--- config.mk ---
export PLATFORM = sky130hd
export DESIGN_NAME = serial_reset_sync_detector
export DESIGN_NICKNAME = d
export VERILOG_FILES = /design/src/srsd_pkg.sv /design/src/srsd_front.sv /design/src/srsd_queue.sv /design/src/srsd_back.sv /design/src/serial_reset_sync_detector.sv
export SDC_FILE = /design/constraint.sdc
export NUM_CORES = 1
export LEC_CHECK = 0
export ABC_AREA = 1
export BUFFER_PORTS_ARGS = -buffer_cell sky130_fd_sc_hd__buf_2
export CAP_MARGIN = 0
export CORE_MARGIN = 10
export CORE_UTILIZATION = 30
export DETAILED_ROUTE_END_ITERATION = 7
export SLEW_MARGIN = 20
export SYNTH_ARGS = -nofsm -noshare
export SYNTH_HDL_FRONTEND = slang
export SYNTH_SLANG_ARGS = --single-unit
--- constraint.sdc ---
create_clock -name clk_i -period 3.1 [get_ports clk_i]
set_input_delay 0.155 -clock clk_i [delete_from_list [all_inputs] [get_ports clk_i]]
set_output_delay 0.155 -clock clk_i [all_outputs]
set_load 0.1 [all_outputs]
--- src/srsd_pkg.sv ---
// Shared types and constants for the serial reset and sync detector.
package srsd_pkg;

  localparam logic [7:0] ResetByte = 8'h83;
  localparam logic [7:0] SyncLead  = 8'h80;
  localparam logic [7:0] SyncOne   = 8'h01;
  localparam logic [7:0] SyncSum   = 8'hFF;

  localparam int unsigned CfgIdxBits  = 2;
  localparam int unsigned CfgDataBits = 16;

  localparam logic [CfgIdxBits-1:0] CFG_SLOW_GAP = 2'd0;
  localparam logic [CfgIdxBits-1:0] CFG_FAST_GAP = 2'd1;
  localparam logic [CfgIdxBits-1:0] CFG_SYNC_EN  = 2'd2;

  localparam logic [15:0] SlowGapRst = 16'd250;
  localparam logic [15:0] FastGapRst = 16'd10;

  localparam logic [1:0] EV_NONE   = 2'd0;
  localparam logic [1:0] EV_NATIVE = 2'd1;
  localparam logic [1:0] EV_SYNC   = 2'd2;

  localparam logic [1:0] MODE_NONE   = 2'd0;
  localparam logic [1:0] MODE_NATIVE = 2'd1;
  localparam logic [1:0] MODE_SYNC   = 2'd2;

  localparam int unsigned QDepth   = 2;
  localparam int unsigned QPtrBits = 1;
  localparam int unsigned QCntBits = 2;

  // One classified byte, as handed from front to back.
  typedef struct packed {
    logic [7:0] data;      // the input byte itself
    logic [7:0] replay;    // X of the sync sequence (previous byte)
    logic [1:0] ev;
    logic       mc;
    logic       sync;      // expand into four results
  } entry_t;

endpackage

--- src/srsd_front.sv ---
// Front end: config registers, pattern detection state, classification of each byte.
module srsd_front #(
  parameter int unsigned TIME_BITS = 32
) (
  input  logic                                 clk_i,
  input  logic                                 rst_ni,
  input  logic                                 cfg_we_i,
  input  logic [srsd_pkg::CfgIdxBits-1:0]      cfg_idx_i,
  input  logic [srsd_pkg::CfgDataBits-1:0]     cfg_data_i,
  input  logic                                 accept_i,
  input  logic [7:0]                           byte_in_i,
  input  logic [TIME_BITS-1:0]                 time_ms_i,
  output srsd_pkg::entry_t                     entry_o
);

  localparam logic [1:0] PH_IDLE = 2'd0;
  localparam logic [1:0] PH_ONE  = 2'd1;
  localparam logic [1:0] PH_X    = 2'd2;
  localparam logic [1:0] CntMax  = 2'd2;

  logic [15:0]          slow_gap_q, fast_gap_q;
  logic                 sync_en_q;
  logic [7:0]           last_byte_q, last_byte_d;
  logic [TIME_BITS-1:0] last_time_q, last_time_d;
  logic [1:0]           pair_q, pair_d;
  logic [1:0]           phase_q, phase_d;
  logic [1:0]           seq_q, seq_d;
  logic [1:0]           mode_q, mode_d;

  logic [TIME_BITS-1:0] gap;
  logic                 fast, slow, sum_ok;
  logic [1:0]           ev;
  logic                 mc, sync_fire;

  always_ff @(posedge clk_i or negedge rst_ni) begin
    if (!rst_ni) begin
      slow_gap_q <= srsd_pkg::SlowGapRst;
      fast_gap_q <= srsd_pkg::FastGapRst;
      sync_en_q  <= 1'b0;
    end else if (cfg_we_i) begin
      unique case (cfg_idx_i)
        srsd_pkg::CFG_SLOW_GAP: slow_gap_q <= cfg_data_i;
        srsd_pkg::CFG_FAST_GAP: fast_gap_q <= cfg_data_i;
        srsd_pkg::CFG_SYNC_EN:  sync_en_q  <= cfg_data_i[0];
        default: ;
      endcase
    end
  end

  assign gap    = time_ms_i - last_time_q;
  assign fast   = gap < TIME_BITS'(fast_gap_q);
  assign slow   = gap > TIME_BITS'(slow_gap_q);
  assign sum_ok = 8'(last_byte_q + byte_in_i + srsd_pkg::SyncOne + srsd_pkg::SyncLead)
                  == srsd_pkg::SyncSum;

  always_comb begin
    last_byte_d = byte_in_i;
    last_time_d = time_ms_i;
    pair_d      = pair_q;
    phase_d     = phase_q;
    seq_d       = seq_q;
    mode_d      = mode_q;
    ev          = srsd_pkg::EV_NONE;
    mc          = 1'b0;
    sync_fire   = 1'b0;

    if (byte_in_i == srsd_pkg::ResetByte && phase_q == PH_IDLE) begin
      if (last_byte_q == srsd_pkg::ResetByte && slow) begin
        if (pair_q < CntMax) pair_d = pair_q + 2'd1;
        if (pair_d == CntMax) begin
          ev     = srsd_pkg::EV_NATIVE;
          mc     = (mode_q != srsd_pkg::MODE_NATIVE);
          mode_d = srsd_pkg::MODE_NATIVE;
        end
      end else begin
        pair_d = 2'd0;
      end
    end else begin
      priority if (phase_q == PH_X && fast && sum_ok) begin
        if (seq_q < CntMax) seq_d = seq_q + 2'd1;
        phase_d = PH_IDLE;
      end else if (byte_in_i == srsd_pkg::SyncOne && last_byte_q == srsd_pkg::SyncLead &&
                   phase_q == PH_IDLE && fast) begin
        phase_d = PH_ONE;
      end else if (byte_in_i != 8'd0 && phase_q == PH_ONE && fast) begin
        phase_d = PH_X;
      end else if (phase_q != PH_IDLE) begin
        seq_d   = 2'd0;
        phase_d = PH_IDLE;
      end else begin
        phase_d = phase_q;
      end
      if (seq_d == CntMax && sync_en_q) begin
        phase_d   = PH_IDLE;
        pair_d    = 2'd0;
        seq_d     = 2'd0;
        ev        = srsd_pkg::EV_SYNC;
        mc        = (mode_q != srsd_pkg::MODE_SYNC);
        mode_d    = srsd_pkg::MODE_SYNC;
        sync_fire = 1'b1;
      end
    end
  end

  always_ff @(posedge clk_i or negedge rst_ni) begin
    if (!rst_ni) begin
      last_byte_q <= '0;
      last_time_q <= '0;
      pair_q      <= '0;
      phase_q     <= PH_IDLE;
      seq_q       <= '0;
      mode_q      <= srsd_pkg::MODE_NONE;
    end else if (accept_i) begin
      last_byte_q <= last_byte_d;
      last_time_q <= last_time_d;
      pair_q      <= pair_d;
      phase_q     <= phase_d;
      seq_q       <= seq_d;
      mode_q      <= mode_d;
    end
  end

  assign entry_o.data   = byte_in_i;
  assign entry_o.replay = last_byte_q;
  assign entry_o.ev     = ev;
  assign entry_o.mc     = mc;
  assign entry_o.sync   = sync_fire;

endmodule

--- src/srsd_queue.sv ---
// Two-entry queue of classified bytes between front and back.
module srsd_queue (
  input  logic             clk_i,
  input  logic             rst_ni,
  input  logic             push_i,
  input  srsd_pkg::entry_t push_entry_i,
  input  logic             pop_i,
  output srsd_pkg::entry_t head_o,
  output logic             full_o,
  output logic             avail_o
);

  srsd_pkg::entry_t                 mem_q [srsd_pkg::QDepth];
  logic [srsd_pkg::QPtrBits-1:0]    wr_ptr_q, rd_ptr_q;
  logic [srsd_pkg::QCntBits-1:0]    cnt_q, cnt_d;

  assign full_o  = cnt_q == srsd_pkg::QCntBits'(srsd_pkg::QDepth);
  assign avail_o = cnt_q != '0;
  assign head_o  = mem_q[rd_ptr_q];

  always_comb begin
    cnt_d = cnt_q;
    if (push_i && !pop_i) cnt_d = cnt_q + 1'b1;
    if (pop_i && !push_i) cnt_d = cnt_q - 1'b1;
  end

  always_ff @(posedge clk_i) begin
    if (push_i) mem_q[wr_ptr_q] <= push_entry_i;
  end

  always_ff @(posedge clk_i or negedge rst_ni) begin
    if (!rst_ni) begin
      wr_ptr_q <= '0;
      rd_ptr_q <= '0;
      cnt_q    <= '0;
    end else begin
      if (push_i) wr_ptr_q <= wr_ptr_q + 1'b1;
      if (pop_i)  rd_ptr_q <= rd_ptr_q + 1'b1;
      cnt_q <= cnt_d;
    end
  end

endmodule

--- src/srsd_back.sv ---
// Back end: holds one entry and emits its results, four beats for a sync reset.
module srsd_back (
  input  logic             clk_i,
  input  logic             rst_ni,
  input  srsd_pkg::entry_t head_i,
  input  logic             avail_i,
  output logic             pop_o,
  output logic             out_valid_o,
  input  logic             out_stall_i,
  output logic [7:0]       byte_out_o,
  output logic [1:0]       event_res_o,
  output logic             mode_changed_o,
  output logic             last_o
);

  localparam logic [1:0] BEAT_LEAD   = 2'd0;
  localparam logic [1:0] BEAT_ONE    = 2'd1;
  localparam logic [1:0] BEAT_REPLAY = 2'd2;
  localparam logic [1:0] BEAT_FINAL  = 2'd3;

  srsd_pkg::entry_t cur_q;
  logic             cur_valid_q;
  logic [1:0]       beat_q;
  logic             out_take, final_beat, load;

  assign out_take   = cur_valid_q && !out_stall_i;
  assign final_beat = !cur_q.sync || beat_q == BEAT_FINAL;
  assign load       = !cur_valid_q || (out_take && final_beat);
  assign pop_o      = load && avail_i;

  always_ff @(posedge clk_i or negedge rst_ni) begin
    if (!rst_ni) begin
      cur_valid_q <= 1'b0;
      beat_q      <= BEAT_LEAD;
    end else if (load) begin
      cur_valid_q <= avail_i;
      beat_q      <= BEAT_LEAD;
    end else if (out_take) begin
      beat_q <= beat_q + 2'd1;
    end
  end

  always_ff @(posedge clk_i) begin
    if (pop_o) cur_q <= head_i;
  end

  always_comb begin
    byte_out_o     = cur_q.data;
    event_res_o    = cur_q.ev;
    mode_changed_o = cur_q.mc;
    last_o         = 1'b1;
    if (cur_q.sync) begin
      event_res_o    = srsd_pkg::EV_NONE;
      mode_changed_o = 1'b0;
      last_o         = 1'b0;
      unique case (beat_q)
        BEAT_LEAD: begin
          byte_out_o     = srsd_pkg::SyncLead;
          event_res_o    = cur_q.ev;
          mode_changed_o = cur_q.mc;
        end
        BEAT_ONE:    byte_out_o = srsd_pkg::SyncOne;
        BEAT_REPLAY: byte_out_o = cur_q.replay;
        BEAT_FINAL: begin
          byte_out_o = cur_q.data;
          last_o     = 1'b1;
        end
        default: ;
      endcase
    end
  end

  assign out_valid_o = cur_valid_q;

endmodule

--- src/serial_reset_sync_detector.sv ---
// Top level of the serial reset and sync detector.
//
//  channel | direction | handshake                   | payload
//  in      | input     | in_valid_i / in_stall_o     | byte_in_i, time_ms_i
//  out     | output    | out_valid_o / out_stall_i   | byte_out_o, event_res_o,
//          |           |                             | mode_changed_o, last_o
//  cfg     | input     | cfg_we_i (no wait)          | cfg_idx_i, cfg_data_i
//
// One byte accepted per cycle while the queue is not full; detection state
// updates in the accept cycle. A result is registered in the queue and then in
// the back end; a sync reset fills the output for four beats, limiting rate.
// The two-entry queue lets input flow on while output is stalled, until full.
// Reset clears all detection state and loads the register defaults.
module serial_reset_sync_detector #(
  parameter int unsigned TIME_BITS = 32
) (
  input  logic                             clk_i,
  input  logic                             rst_ni,
  input  logic                             cfg_we_i,
  input  logic [srsd_pkg::CfgIdxBits-1:0]  cfg_idx_i,
  input  logic [srsd_pkg::CfgDataBits-1:0] cfg_data_i,
  input  logic                             in_valid_i,
  output logic                             in_stall_o,
  input  logic [7:0]                       byte_in_i,
  input  logic [TIME_BITS-1:0]             time_ms_i,
  output logic                             out_valid_o,
  input  logic                             out_stall_i,
  output logic [7:0]                       byte_out_o,
  output logic [1:0]                       event_res_o,
  output logic                             mode_changed_o,
  output logic                             last_o
);

  srsd_pkg::entry_t front_entry, head;
  logic             accept, q_full, q_avail, pop;

  assign in_stall_o = q_full;
  assign accept     = in_valid_i && !q_full;

  srsd_front #(.TIME_BITS(TIME_BITS)) u_front (
    .clk_i, .rst_ni, .cfg_we_i, .cfg_idx_i, .cfg_data_i,
    .accept_i (accept),
    .byte_in_i, .time_ms_i,
    .entry_o  (front_entry)
  );

  srsd_queue u_queue (
    .clk_i, .rst_ni,
    .push_i       (accept),
    .push_entry_i (front_entry),
    .pop_i        (pop),
    .head_o       (head),
    .full_o       (q_full),
    .avail_o      (q_avail)
  );

  srsd_back u_back (
    .clk_i, .rst_ni,
    .head_i  (head),
    .avail_i (q_avail),
    .pop_o   (pop),
    .out_valid_o, .out_stall_i, .byte_out_o, .event_res_o, .mode_changed_o, .last_o
  );

endmodule

# Yosys cells after proc, flatten, opt, wreduce, memory -nomap -nowiden
# Memory sizes are Yosys's and may differ from the RTL's. A register that Yosys moved wholly into a read port is not among the register bits.
# Index checks and enable logic that the tools add are counted.
# W data, S select, Z words.
[classes]
addsub = 11
multipliers = 0
div_mod_pow = 0
order_cmp = 4
eq_ne = 19
shifts = 0
muxes = 46
bitwise = 1
reduce_logical = 41
[op_table]
columns = ["cell", "count"]
rows = [
  ["$mux W2", 31],
  ["$eq A8 B8 Y1 const B", 4],
  ["$gt A32 B16 Y1", 1],
  ["$lt A32 B16 Y1", 1],
  ["$pmux W8 S4", 1],
  ["$sub A32 B32 Y32", 1],
  ["$logic_and A1 B1 Y1", 16],
  ["$eq A2 B2 Y1 const B", 7],
  ["$mux W1", 13],
  ["$reduce_and A2 Y1", 5],
  ["$reduce_bool A2 Y1", 5],
  ["$add A2 B1 Y2 const B", 4],
  ["$add A8 B1 Y8 const B", 1],
  ["$add A8 B8 Y8", 1],
  ["$add A8 B8 Y8 const B", 1],
  ["$eq A8 B1 Y1 const B", 1],
  ["$mux W8", 1],
  ["$reduce_bool A8 Y1", 1],
  ["$eq A2 B1 Y1 const B", 3],
  ["$logic_not A1 Y1", 6],
  ["$logic_not A2 Y1", 3],
  ["$ne A2 B2 Y1 const B", 3],
  ["$reduce_bool A5 Y1", 1],
  ["$lt A2 B2 Y1 const B", 2],
  ["other kinds (7)", 9],
]
[totals]
register_bits = 88
latchBits = 0
mem_bits_rw = 40
rom_bits = 0
inputBits = 63
out_inout_bits = 14
wordCells = 137
mem_count = 1
[memory_table]
columns = ["memory", "depth", "word_bits", "read_ports", "rd_ports_with_merged_regs", "wr", "line_no", "rtl"]
rows = [
  ["u_queue.mem_q", 2, 20, 1, 1, 1, "srsd_queue.sv:13", "srsd_pkg::entry_t mem_q [srsd_pkg::QDepth];"],
]

# Longest topological paths before layout
# Gate-level depths: netlist of run 1.
[logic_depth]
ltp_word = 11
mapped_depth = 26

# Hierarchy
# Synthesis of run 1 repeated with hierarchy kept, for this count alone.
[unflattened]
hier_cells = 1424
hier_area_um2 = 10324.9
[by_module_without_submodules]
columns = ["mod", "n_inst", "cells_per_inst", "area_each_um2"]
rows = [
  ["srsd_front", 1, 1191, 7571.0],
  ["srsd_queue", 1, 128, 1679.1],
  ["srsd_back", 1, 103, 1064.8],
  ["serial_reset_sync_detector", 1, 2, 10.0],
]

# Worst setup path after synthesis of run 1
# OpenSTA, ideal clock, no wires.
[synth_path]
path_type = "reg2out"
startpoint = "register, netlist name u_back.cur_q[3]"
endpoint = "output port byte_out_o[0]"
arrival_ps = 3792
required_time_ps = 2945
slack_ps = -847
stages_incl_launch_ff = 5
n_path_buf = 1
cell_sequence = "edfxtp_1 > clkbuf_1 > nand2_1 > a221oi_1 > a311oi_1"
[synth_lines]
columns = ["item", "line_no", "rtl"]
rows = [
  ["end, declared", "serial_reset_sync_detector.sv:28", "output logic [7:0] byte_out_o,"],
]

# Worst setup path after layout of run 1
[layout_path]
startpoint = "register u_front.last_time_q[3]"
endpoint = "register u_front.mode_q[0]"
[layout_via]
elab_chain_len = 11
word_cells_on_any_way = 17
[layout_lines]
columns = ["item", "line_no", "rtl"]
rows = [
  ["start, declared", "srsd_front.sv:24", "logic [TIME_BITS-1:0] last_time_q, last_time_d;"],
  ["start signal, assigned", "srsd_front.sv:115", "last_time_q <= last_time_d;"],
  ["$sub A32 B32 Y32 *", "srsd_front.sv:50", "assign gap = time_ms_i - last_time_q;"],
  ["$lt A32 B16 Y1", "srsd_front.sv:51", "assign fast = gap < TIME_BITS'(fast_gap_q);"],
  ["$logic_and A1 B1 Y1", "srsd_front.sv:85", "end else if (byte_in_i != 8'd0 && phase_q == PH_ONE && fast) begin"],
  ["$mux W2", "srsd_front.sv:85", ""],
  ["$mux W2", "srsd_front.sv:82", "end else if (byte_in_i == srsd_pkg::SyncOne && last_byte_q == srsd_pkg::SyncLead &&"],
  ["$mux W2", "srsd_front.sv:79", "priority if (phase_q == PH_X && fast && sum_ok) begin"],
  ["$mux W2", "srsd_front.sv:67", "if (byte_in_i == srsd_pkg::ResetByte && phase_q == PH_IDLE) begin"],
  ["$eq A2 B2 Y1", "srsd_front.sv:93", "if (seq_d == CntMax && sync_en_q) begin"],
  ["$logic_and A1 B1 Y1", "srsd_front.sv:93", ""],
  ["$reduce_bool A2 Y1 (no source line)", "--", ""],
  ["$reduce_and A4 Y1 (no source line) *", "--", ""],
  ["end signal, assigned", "srsd_front.sv:112", "mode_q <= srsd_pkg::MODE_NONE;"],
  ["end signal, assigned", "srsd_front.sv:119", "mode_q <= mode_d;"],
  ["end, declared", "srsd_front.sv:28", "logic [1:0] mode_q, mode_d;"],
]
# Mark *: on every way between the ends. The rest lies on a longest branch, timed or not. The select of a mux whose other input is x is not followed.
# A chain may end at the register's enable or synchronous reset.

==> run_results.csv, run 1 <==
group,metric,value,unit
synth,syn-num-nets,1454,
layout,areaGrowthSynthToFinish,35.6,%
floorplan,io_pins,77,
routing,dr_total_vias,8767,
pwr,p_per_area,1020,mW/mm^2
global_route,grt_pass1_vias,8811,
routing,m1WireLength,11.8,mm
critical_path,required,3.42,ns
status,failed_checks,"setup timing",
placed_design,placed_cells,1903,
timing,slew_violations,0,
pwr,switching_share,45.7,%
timing,rsz0062_at_grt,"yes",
floorplan,fp-row-count,66,
critical_path,critical_path_buf_inv_count,3,
synth,synth-edff-count,57,
timing,fin_crit_sh,108,%
layout,drive_above_1_share,27.7,%
placed_design,gp_congestion,0.883,
placed_design,dp_hpwl,18.7,mm
synth,yosysUniqueCellTypes,42,
clock_network,cts_buffer_depth,2,
synth,seq_area_frac_synth,39.8,%
clock_network,htreeDepth,4,
routing,drt-initial-drc-count,294,
global_route,antenna_found_initial,0,
placed_design,dpl_worst_slack,-0.534,ns
routing,drtPass1Iterations,5,
timing,slew_headroom,35.3,%
layout,fin_nets,1696,
floorplan,dieArea,0.0405,sq mm
pwr,p_total,13600,uW
critical_path,crit_fanout,6,
synth,syn_inst,1307,
timing,layout_min_cycle_time,3.36,ns
floorplan,core,0.0325,sq mm
layout,fin_cells,2004,
synth,avgSynthCellArea,7.55,sq um
critical_path,cp_slowest_cell,"dfrtp_1",
worst_hold_path,hold_start,"cfg_data_i[14]",
global_route,grt_usage,12.3,%
routing,antenna_left,0,
critical_path,critPathCaptureType,"flop",
clock_network,cts_tree,"done",
routing,route.met2.wl,12.3,mm
layout,diodes,0,
routing,wl_met3,795,microns
clock_network,numClockSinks,145,
pwr,pwr-share-comb,62.2,%
synth,async_flop_share,60.7,%
critical_path,max_stage_delay,0.37,ns
global_route,grt_pass1_wl,41.4,mm
pwr,power_leakage,0.00669,uW
synth,synth_area,0.00987,sq mm
routing,top_layer_used,"met4",
clock_network,insertion_delay,0.44,ns
critical_path,crit_path_start,"u_front.last_time_q[3]$_DFFE_PN0P_",
worst_hold_path,hold_class,"input port to flop",
global_route,gr-total-overflow,0,
routing,wl_per_cell,12.6,microns
clock_network,clk_transition_reported_paths,0.07,ns
clock_network,cts-root-buf,"clkbuf_16",
critical_path,crit_arrival,3.68,ns
pwr,vdd.ir_drop.worst,521,uV
job,drv_cap,0,
timing,skew,0.0190,ns
timing,setup_viol,13,
critical_path,cp_top_family,"simple AND/OR/NAND/NOR gates",
global_route,grt_max_degree,70,
critical_path,path_cells,"inv_2, ha_4, buf_6, nand2_4, nand2_2, nand2_2, nand2_2, nand2_2, nand3_2, xor2_2, ha_1, nand2_2, nor2_2, a211oi_2, o221ai_2, a21oi_2, buf_6, nand4_1, nand2_1, nand2_1, nand2_2, nand4_1, a21boi_2",
critical_path,cp-start-kind,"flop",
floorplan,die_h,201,microns
floorplan,start_util,30.4,%
pwr,internal_power,7400,uW
routing,wirelength,25.3,mm
routing,viasPerCell,4.37,
placed_design,numPortBuffers,76,
timing,worst_pin_slew,0.968,ns
critical_path,path_class,"flop to flop",
clock_network,cts_inserted_buffers,17,
status,outcome,"complete, but fails checks",
timing,setup_ws,-0.263,ns
layout,final_util,41.2,%
synth,yosysWarnings,0,
pwr,clkPwrFrac,15.7,%
placed_design,placed_cell_area,0.0115,sq mm
pwr,power_frac_seq,22.1,%
timing,hold_violations,0,
routing,drc,0,
floorplan,fp.dieW,201,microns
pwr,p_sw,6230,uW
critical_path,worstReg2RegStart,"u_front.last_time_q[3]$_DFFE_PN0P_",
timing,max_freq,297,MHz
critical_path,cpMostUsedCell,"nand2_2",
layout,final_cell_area,0.0134,sq mm
synth,ys.flop_type,"dfrtp_1",
synth,ys_ff_latch,145,
registers in the layout, indices dropped and copies added (netlist names):
register             cells
u_queue.cnt_q            2
u_front.fast_gap_q      16
u_back.cur_q            19
u_front.sync_en_q        1
u_front.last_byte_q      8
u_front.last_time_q     32
u_back.out_valid_o       1
u_queue.mem_q           38
u_front.mode_q           2
u_front.slow_gap_q      16
u_queue.rd_ptr_q         1
u_front.seq_q            2
u_front.phase_q          2
u_back.beat_q            2
u_queue.wr_ptr_q         1
u_front.pair_q           2
per-layer routing:
layer / vias to the layer above / track usage, %
met5: - / 0
met4: 0 / 3.65
met3: 30 / 2.41
met2: 127 / 21.4
met1: 4025 / 15.2
li1: 4585 / -
Yosys cell counts (all sizes together) (2+ instances only):
library cell	n	share of area, %
a211oi	3	0.23
a21boi	3	0.27
a21oi	34	1.7
a31oi	2	0.13
clkbuf	19	0.72
clkinv	2	0.076
dfrtp	80	20
dfstp	8	2.1
edfxtp	57	17
fa	2	0.41
ha	82	10
inv	261	9.9
mux2	19	2.2
nand2	432	17
nand3	51	2.8
nand3b	3	0.27
nand4	21	1.3
nor2	91	4.3
nor3	8	0.41
nor4	5	0.32
o21ai	90	4.6
o21bai	2	0.15
o221ai	2	0.18
xnor2	5	0.44
xor2	17	1.5
power groups by stage:
stage	Combinational (uW)	Sequential [uW]	Clock [uW]
after floorplan	4850	2940	0
after global placement	6970	3010	0
after detailed placement	7090	3040	0
after CTS	7930	3010	2190
after global routing	9440	3080	2280
final	8480	3010	2140
timing repair:
action                                 4_1_cts  5_1_grt
setup endpoints to repair                   14       14
gates resized for setup                     76       62
pin swaps                                   18       27
hold buffers                                45        0
buffers inserted                            17        7
endpoints found under the hold margin      101        0
logic make-up after synthesis:
logic type,count (synthesis),synth area share (%)
and+or+nand+nor,614,26.9
buffers and inverters,283,10.8
DFF,145,39.8
AOI/OAI and AO/OA,140,7.58
adders and majority gates,84,10.8
xor gates and xnor gates,22,1.95
muxes,19,2.17
worst register-to-register path, cell delays in order, from the launching register on:
cell and delay [ns]:
dfrtp_1 0.37, inv_2 0.08, ha_4 0.21, buf_6 0.13, nand2_4 0.07, nand2_2 0.05, nand2_2 0.08, nand2_2 0.06
nand2_2 0.06, nand3_2 0.10, xor2_2 0.17, ha_1 0.31, nand2_2 0.09, nor2_2 0.05, a211oi_2 0.22, o221ai_2 0.12
a21oi_2 0.15, buf_6 0.14, nand4_1 0.09, nand2_1 0.09, nand2_1 0.06, nand2_2 0.10, nand4_1 0.20, a21boi_2 0.22
area by class of cell:
cell class                      count  area [sq um]
Clock buffer                       17           425
Clock inverter                     15           186
Fill cell                        3226         19100
Inverter                          263           991
Multi-Input combinational cell    879          5530
Sequential cell                   145          3920
Tap cell                          442           553
Timing Repair Buffer              243          1770
worst paths after layout:
kind,end,slack (ns),cells after the start
worst max-delay path,u_front.mode_q[0]$_DFFE_PN0P_,-0.26,23
worst min-delay path,u_front.slow_gap_q[14]$_DFFE_PN0P_,0.02,3
worst max register to register,u_front.mode_q[0]$_DFFE_PN0P_,-0.26,23
worst min register to register,u_front.slow_gap_q[10]$_DFFE_PN0P_,0.49,2
max in group asynchronous,u_front.last_time_q[15]$_DFFE_PN0P_,2.05,3
min in group asynchronous,u_front.slow_gap_q[9]$_DFFE_PN0P_,0.28,2
placed cells by master (no fill, tap or decap), types with 5 or more instances in the layout:
cell / count
nand3_1: 38
inv_8: 5
o21ai_0: 85
dlygate4sd3_1: 45
nand3_2: 9
nand2_4: 10
nor3_1: 6
nand2_2: 54
clkbuf_16: 17
ha_1: 63
dfrtp_1: 80
xor2_1: 6
nand4_1: 21
buf_6: 5
nand2_1: 368
buf_2: 75
inv_1: 239
nor2_4: 10
a21oi_1: 28
nor2_2: 14
dfstp_2: 8
a21oi_2: 6
buf_4: 118
mux2_2: 19
ha_4: 18
nor2_1: 67
inv_2: 21
nor4_1: 5
xor2_2: 10
edfxtp_1: 57
metrics by stage:
step / hold slack (ns) / TNS (ns)
after floorplan: -0.141 / -0.0581
final: 0.0167 / -3.04
after global routing: 0.0187 / -5.71
after global placement: 0.217 / -5.50
after CTS: 0.00197 / -1.84
after detailed placement: 0.227 / -5.59
No activity file was read; power rests on OpenSTA's default activity.
==> inputs of run 2 (changes only) <==
- RECOVER_POWER: default -> 100
==> run_results.csv, run 2 (synthesis gave the netlist of run 1 again) <==
group,metric,value,unit
status,outcome,"complete, but fails checks",
status,failed_checks,"setup timing",
timing,fin_crit_sh,108,%
global_route,antenna_found_initial,0,
critical_path,crit_arrival,3.68,ns
floorplan,fp-row-count,66,
critical_path,worstReg2RegEnd,"u_front.mode_q[0]$_DFFE_PN0P_",
timing,layout_min_cycle_time,3.36,ns
floorplan,fp.dieW,201,microns
timing,rsz0062_at_grt,"yes",
clock_network,insertion_delay,0.44,ns
worst_hold_path,hold_class,"input port to flop",
layout,largest_reg_flops,38,
timing,skew,0.0190,ns
layout,diodes,0,
floorplan,core,0.0325,sq mm
timing,setup_viol,13,
timing,setup_ws,-0.263,ns
layout,largestRegisters,"u_queue.mem_q: 38 flops, u_front.last_time_q: 32 flops, u_back.cur_q: 19 flops",
clock_network,cts-root-buf,"clkbuf_16",
floorplan,die_h,201,microns
placed_design,gp_congestion,0.883,
floorplan,io_pins,77,
placed_design,numPortBuffers,76,
clock_network,clk_transition_reported_paths,0.07,ns
floorplan,dieArea,0.0405,sq mm
floorplan,start_util,30.4,%
timing,max_freq,297,MHz
routing,drtPass1Iterations,5,
pwr,p_total,13600,uW
pwr,power_leakage,0.00667,uW
pwr,p_per_area,1020,mW/mm^2
timing,worst_pin_slew,0.968,ns
clock_network,cts_buffer_depth,2,
critical_path,worstReg2RegStart,"u_front.last_time_q[3]$_DFFE_PN0P_",
critical_path,endpoint,"u_front.mode_q[0]$_DFFE_PN0P_",
critical_path,crit_fanout,6,
pwr,vdd.ir_drop.worst,522,uV
critical_path,cp-start-kind,"flop",
clock_network,htreeDepth,4,
placed_design,dpl_worst_slack,-0.534,ns
layout,final_common_cell,"nand2_1",
critical_path,path_class,"flop to flop",
layout,drive_above_1_share,27.3,%
placed_design,dp_hpwl,18.7,mm
routing,dr_total_vias,8771,
layout,fin_cells,2004,
critical_path,reg2reg_depth,23,
global_route,grt_usage,12.3,%
timing,hold_violations,0,
layout,fin_nets,1696,
timing,finalSetupTns,-3.04,ns
global_route,grt_pass1_wl,41.4,mm
global_route,gr-total-overflow,0,
timing,slew_headroom,35.3,%
routing,wl_per_cell,12.6,microns
critical_path,critPathCaptureType,"flop",
clock_network,cts_inserted_buffers,17,
placed_design,placed_cells,1903,
routing,drc,0,
routing,antenna_left,0,
routing,viasPerCell,4.38,
global_route,grt_pass1_vias,8811,
critical_path,crit_path_start,"u_front.last_time_q[3]$_DFFE_PN0P_",
routing,wirelength,25.3,mm
clock_network,numClockSinks,145,
routing,drt-initial-drc-count,296,
layout,regMostFlops,"u_queue.mem_q",
layout,final_cell_mix,"368 x nand2_1, 239 x inv_1, 118 x buf_4",
global_route,grt_max_degree,70,
layout,areaGrowthSynthToFinish,35.5,%
clock_network,cts_tree,"done",
job,drv_cap,0,
critical_path,rrSetupSlack,-0.26,ns
critical_path,required,3.41,ns
timing,slew_violations,0,
run 2: changes by cell type in the layout (fill, tap and decap cells not counted), sizes merged:
cell	before	now
clkbuf	17	24
buf	198	191
run 2: area by class of cell:
cell class / instances / area [sq um]
sequential: 145 / 3920
clock inverter: 15 / 186
fill: 3230 / 19100
clock buffer: 17 / 425
inverter: 263 / 991
tap: 442 / 553
timing repair buffer: 243 / 1760
multi-input combinational: 879 / 5530
run 2: how the worst min path moves through the flow:
stage | startpoint | to | slack [ns] | cells after the start
floorplan | rst_ni | u_back.beat_q[0]$_DFFE_PN0P_ | -0.14 | 0
global route | time_ms_i[5] | u_front.last_time_q[5]$_DFFE_PN0P_ | 0.02 | 3
detailed placement | rst_ni | u_front.fast_gap_q[8]$_DFFE_PN0P_ | 0.23 | 1
finish | cfg_data_i[14] | u_front.slow_gap_q[14]$_DFFE_PN0P_ | 0.02 | 3
CTS | cfg_data_i[14] | u_front.slow_gap_q[14]$_DFFE_PN0P_ | 0.002 | 3
global placement | rst_ni | u_front.fast_gap_q[8]$_DFFE_PN0P_ | 0.22 | 1
run 2: stage by stage:
stage	util (%)	area, sq um	hold slack, ns
after floorplan	-	9900	-0.141
after global routing	41.2	13400	0.0187
after CTS	40.3	13100	0.00197
after global placement	35.4	11500	0.217
final	41.2	13400	0.0166
after detailed placement	35.4	11500	0.227
run 2: per-layer routing:
layer | vias to the layer above | track usage [%] | wire length [microns]
met5 | - | 0 | 0
met3 | 30 | 2.41 | 801
met1 | 4028 | 15.2 | 11800
li1 | 4586 | - | -
met2 | 127 | 21.4 | 12300
met4 | 0 | 3.65 | 426
run 2: where the power goes:
group / internal [uW] / switching [uW]
logic: 3540 / 4940
clock network: 1160 / 974
registers: 2690 / 314
run 2: timing repair:
action,CTS,global route
setup buffers,17,7
hold endpoints to repair,101,0
endpoints found under the setup margin,14,14
pin swaps,18,27
gates resized for setup,76,62
hold buffers,45,0
run 2: critical path: stages (launching register included):
cell and delay, ns:
dfrtp_1 0.37, inv_2 0.08, ha_4 0.21, buf_6 0.13
nand2_4 0.07, nand2_2 0.05, nand2_2 0.08, nand2_2 0.06
nand2_2 0.06, nand3_2 0.10, xor2_2 0.17, ha_1 0.31
nand2_2 0.09, nor2_2 0.05, a211oi_2 0.22, o221ai_2 0.12
a21oi_2 0.15, buf_6 0.14, nand4_1 0.09, nand2_1 0.09
nand2_1 0.06, nand2_2 0.10, nand4_1 0.20, a21boi_2 0.22
==> inputs of run 3 (changes only) <==
- SYNTH_HIERARCHICAL: default -> 1
==> run_results.csv, run 3 <==
group,metric,value,unit
pwr,p_total,13100,uW
layout,areaGrowthSynthToFinish,32.9,%
timing,fin_crit_sh,111,%
critical_path,max_stage_delay,0.39,ns
worst_hold_path,hold-path-endpoint,"u_front/last_time_q[8]$_DFFE_PN0P_",
critical_path,worstReg2RegEnd,"u_queue/mem_q[0][0]$_DFFE_PP_",
worst_hold_path,hold_path_depth,3,
critical_path,path_cells,"ha_2, fa_2, inv_4, buf_6, nand3_4, nand3_4, xor2_4, ha_4, nand2_4, nor2_2, a211oi_2, o221ai_2, a21oi_4, buf_6, nand4_1, nand2_1, nor2_2, nand3_4, nor2_4, buf_4",
clock_network,cts-root-buf,"clkbuf_16",
floorplan,core,0.0338,sq mm
timing,max_freq,290,MHz
synth,yosysUniqueCellTypes,44,
routing,viasPerCell,4.41,
clock_network,insertion_delay,0.44,ns
layout,fin_cells,2107,
layout,regMostFlops,"u_queue/mem_q",
timing,setup_viol,15,
worst_hold_path,hold_class,"input port to flop",
global_route,grt_usage,13.1,%
clock_network,cts_inserted_buffers,17,
synth,netlist.top_cell.by_area,"dfrtp_1",
timing,rsz0062_at_grt,"yes",
clock_network,numClockSinks,148,
routing,drc,0,
synth,yosysWarnings,6,
synth,yosysMostFrequentCell,"nand2_1",
global_route,grt_max_degree,78,
routing,drt-initial-drc-count,453,
critical_path,cpMostUsedCell,"nand3_4",
pwr,vdd.ir_drop.worst,697,uV
routing,wirelength,27.3,mm
placed_design,dp_hpwl,20.5,mm
timing,skew,0.0147,ns
worst_hold_path,hold_start,"time_ms_i[8]",
job,drv_cap,0,
timing,slew_headroom,12.4,%
critical_path,path_class,"flop to flop",
synth,synth_top_cell_area_share,19.4,%
clock_network,htreeDepth,4,
global_route,gr-total-overflow,0,
routing,wl_per_cell,13.0,microns
status,outcome,"complete, but fails checks",
timing,layout_min_cycle_time,3.45,ns
floorplan,start_util,30.6,%
routing,dr_total_vias,9296,
timing,worst_pin_slew,1.31,ns
critical_path,cp_slowest_cell,"dfrtp_1",
floorplan,fp-row-count,67,
layout,final_common_cell,"nand2_1",
layout,drive_above_1_share,22.3,%
critical_path,worstReg2RegStart,"u_front/last_time_q[0]$_DFFE_PN0P_",
placed_design,placed_cell_area,0.0119,sq mm
critical_path,crit_arrival,3.64,ns
pwr,p_per_area,954,mW/mm^2
critical_path,reg2reg_depth,20,
global_route,grt_pass1_vias,9153,
layout,seq_area,0.00401,sq mm
synth,avgSynthCellArea,7.25,sq um
synth,ys.flop_type,"dfrtp_1",
critical_path,rrSetupSlack,-0.35,ns
layout,final_cell_mix,"444 x nand2_1, 274 x inv_1, 97 x buf_4",
global_route,grt_pass1_wl,44.8,mm
synth,syn_inst,1424,
layout,final_cell_area,0.0137,sq mm
timing,slew_violations,0,
placed_design,placed_cells,2005,
critical_path,required,3.29,ns
clock_network,clk_transition_reported_paths,0.08,ns
synth,syn-num-nets,1572,
synth,synth_commonest_cells,"464 x nand2_1, 289 x inv_1, 99 x o21ai_0",
timing,hold_violations,0,
pwr,power_leakage,0.00703,uW
layout,multiInputGateArea,0.00575,sq mm
clock_network,cts_buffer_depth,2,
synth,synth.area.top_cells,"dfrtp_1 19%, edfxtp_1 17%, nand2_1 17%",
synth,seq_area_frac_synth,38.9,%
routing,drtPass1Iterations,6,
floorplan,io_pins,77,
floorplan,dieArea,0.0422,sq mm
timing,setup_ws,-0.351,ns
synth,ys_ff_latch,148,
layout,fin_nets,1794,
critical_path,critPathCaptureType,"flop",
critical_path,crit_fanout,5,
synth,synth-edff-count,60,
layout,diodes,0,
layout,fill_cells,3352,
placed_design,gp_congestion,0.919,
synth,synth_area,0.0103,sq mm
placed_design,numPortBuffers,76,
critical_path,cp-start-kind,"flop",
layout,largest_reg_flops,40,
status,failed_checks,"setup timing",
floorplan,die_h,206,microns
global_route,antenna_found_initial,0,
floorplan,fp.dieW,206,microns
clock_network,cts_tree,"done",
synth,async_flop_share,59.5,%
layout,largestRegisters,"u_queue/mem_q: 40 flops, u_front/last_time_q: 32 flops, u_back/cur_q: 20 flops",
routing,antenna_left,0,
[run 3: cell count changes in the layout (fill, tap and decap cells not counted), moves of 6 or more]
cell           delta
buf_4            -21
dlygate4sd3_1     +7
inv_1            +35
mux2_2           -19
nand2_1          +76
nand2_2          -15
nand3_1           +6
nand4_1           +7
o21ai_0           +9
[run 3: stage by stage]
step / setup WS [ns] / setup TNS, ns / utilization, % / hold slack (ns)
after floorplan: -0.0504 / -0.101 / - / -0.141
after global placement: -0.525 / -6.78 / 35.3 / 0.239
after detailed placement: -0.573 / -7.61 / 35.3 / 0.250
after CTS: -0.286 / -3.49 / 40.1 / 0.00196
after global routing: -0.531 / -7.38 / 40.6 / 0.0104
final: -0.351 / -4.57 / 40.6 / 0.0177
[run 3: power by group]
| part | switching, uW | internal [uW] | total (uW) |
|---|---|---|---|
| Combinational | 4820 | 3110 | 7930 |
| Clock | 1020 | 1100 | 2120 |
| Sequential | 331 | 2720 | 3050 |
| Total | 6170 | 6930 | 13100 |
[run 3: how the worst max path moves through the flow]
stage / slack (ns) / endpoint / startpoint
finish: -0.35 / u_queue/mem_q[0][0]$_DFFE_PP_ / u_front/last_time_q[0]$_DFFE_PN0P_
detailed placement: -0.57 / u_queue/mem_q[1][1]$_DFFE_PP_ / u_front/last_time_q[6]$_DFFE_PN0P_
floorplan: -0.05 / u_queue/mem_q[0][1]$_DFFE_PP_ / u_front/last_time_q[2]$_DFFE_PN0P_
global route: -0.53 / u_front/pair_q[0]$_DFFE_PN0P_ / u_front/last_time_q[4]$_DFFE_PN0P_
global placement: -0.52 / u_front/pair_q[1]$_DFFE_PN0P_ / u_front/last_time_q[6]$_DFFE_PN0P_
CTS: -0.29 / u_queue/mem_q[1][1]$_DFFE_PP_ / u_front/last_time_q[6]$_DFFE_PN0P_
[run 3: kinds of logic after synthesis]
family / count (synthesis) / share of synthesized area [%]
AOI/OAI and AO/OA: 147 / 7.46
xor gates and xnor gates: 22 / 1.87
adders and majority gates: 85 / 10.4
buffers and inverters: 326 / 12.4
DFF: 148 / 38.9
and+or+nand+nor: 696 / 29.0
[run 3: repair_timing]
item | in CTS | in global routing
pin swaps | 25 | 30
resized for setup | 73 | 45
hold buffers | 52 | 0
setup buffers | 16 | 3
hold endpoints to repair | 120 | 0
endpoints found under the setup margin | 16 | 16
[run 3: worst max-delay path: cells and delay by family (launching register included)]
| family | cells | cell delay (ns) |
|---|---|---|
| AOI/OAI and AO/OA | 3 | 0.55 |
| buffers and inverters | 4 | 0.47 |
| xor gates and xnor gates | 1 | 0.23 |
| and+or+nand+nor | 9 | 0.75 |
| adders and majority gates | 3 | 0.80 |
| DFF | 1 | 0.39 |
[run 3: layer usage]
layer  part of all wire [%]  global-route usage [%]
met1                     47                    16.6
met2                     49                    22.6
met3                    3.0                    2.20
met4                    1.6                    3.57
met5                      0                       0
[run 3: layout make-up]
type	instances	area share [%]
Sequential cell	148	29.2
Inverter	296	8.13
Multi-Input combinational cell	950	41.9
Clock buffer	17	3.10
Clock inverter	15	1.31
Timing Repair Buffer	233	12.2
Tap cell	448	4.08
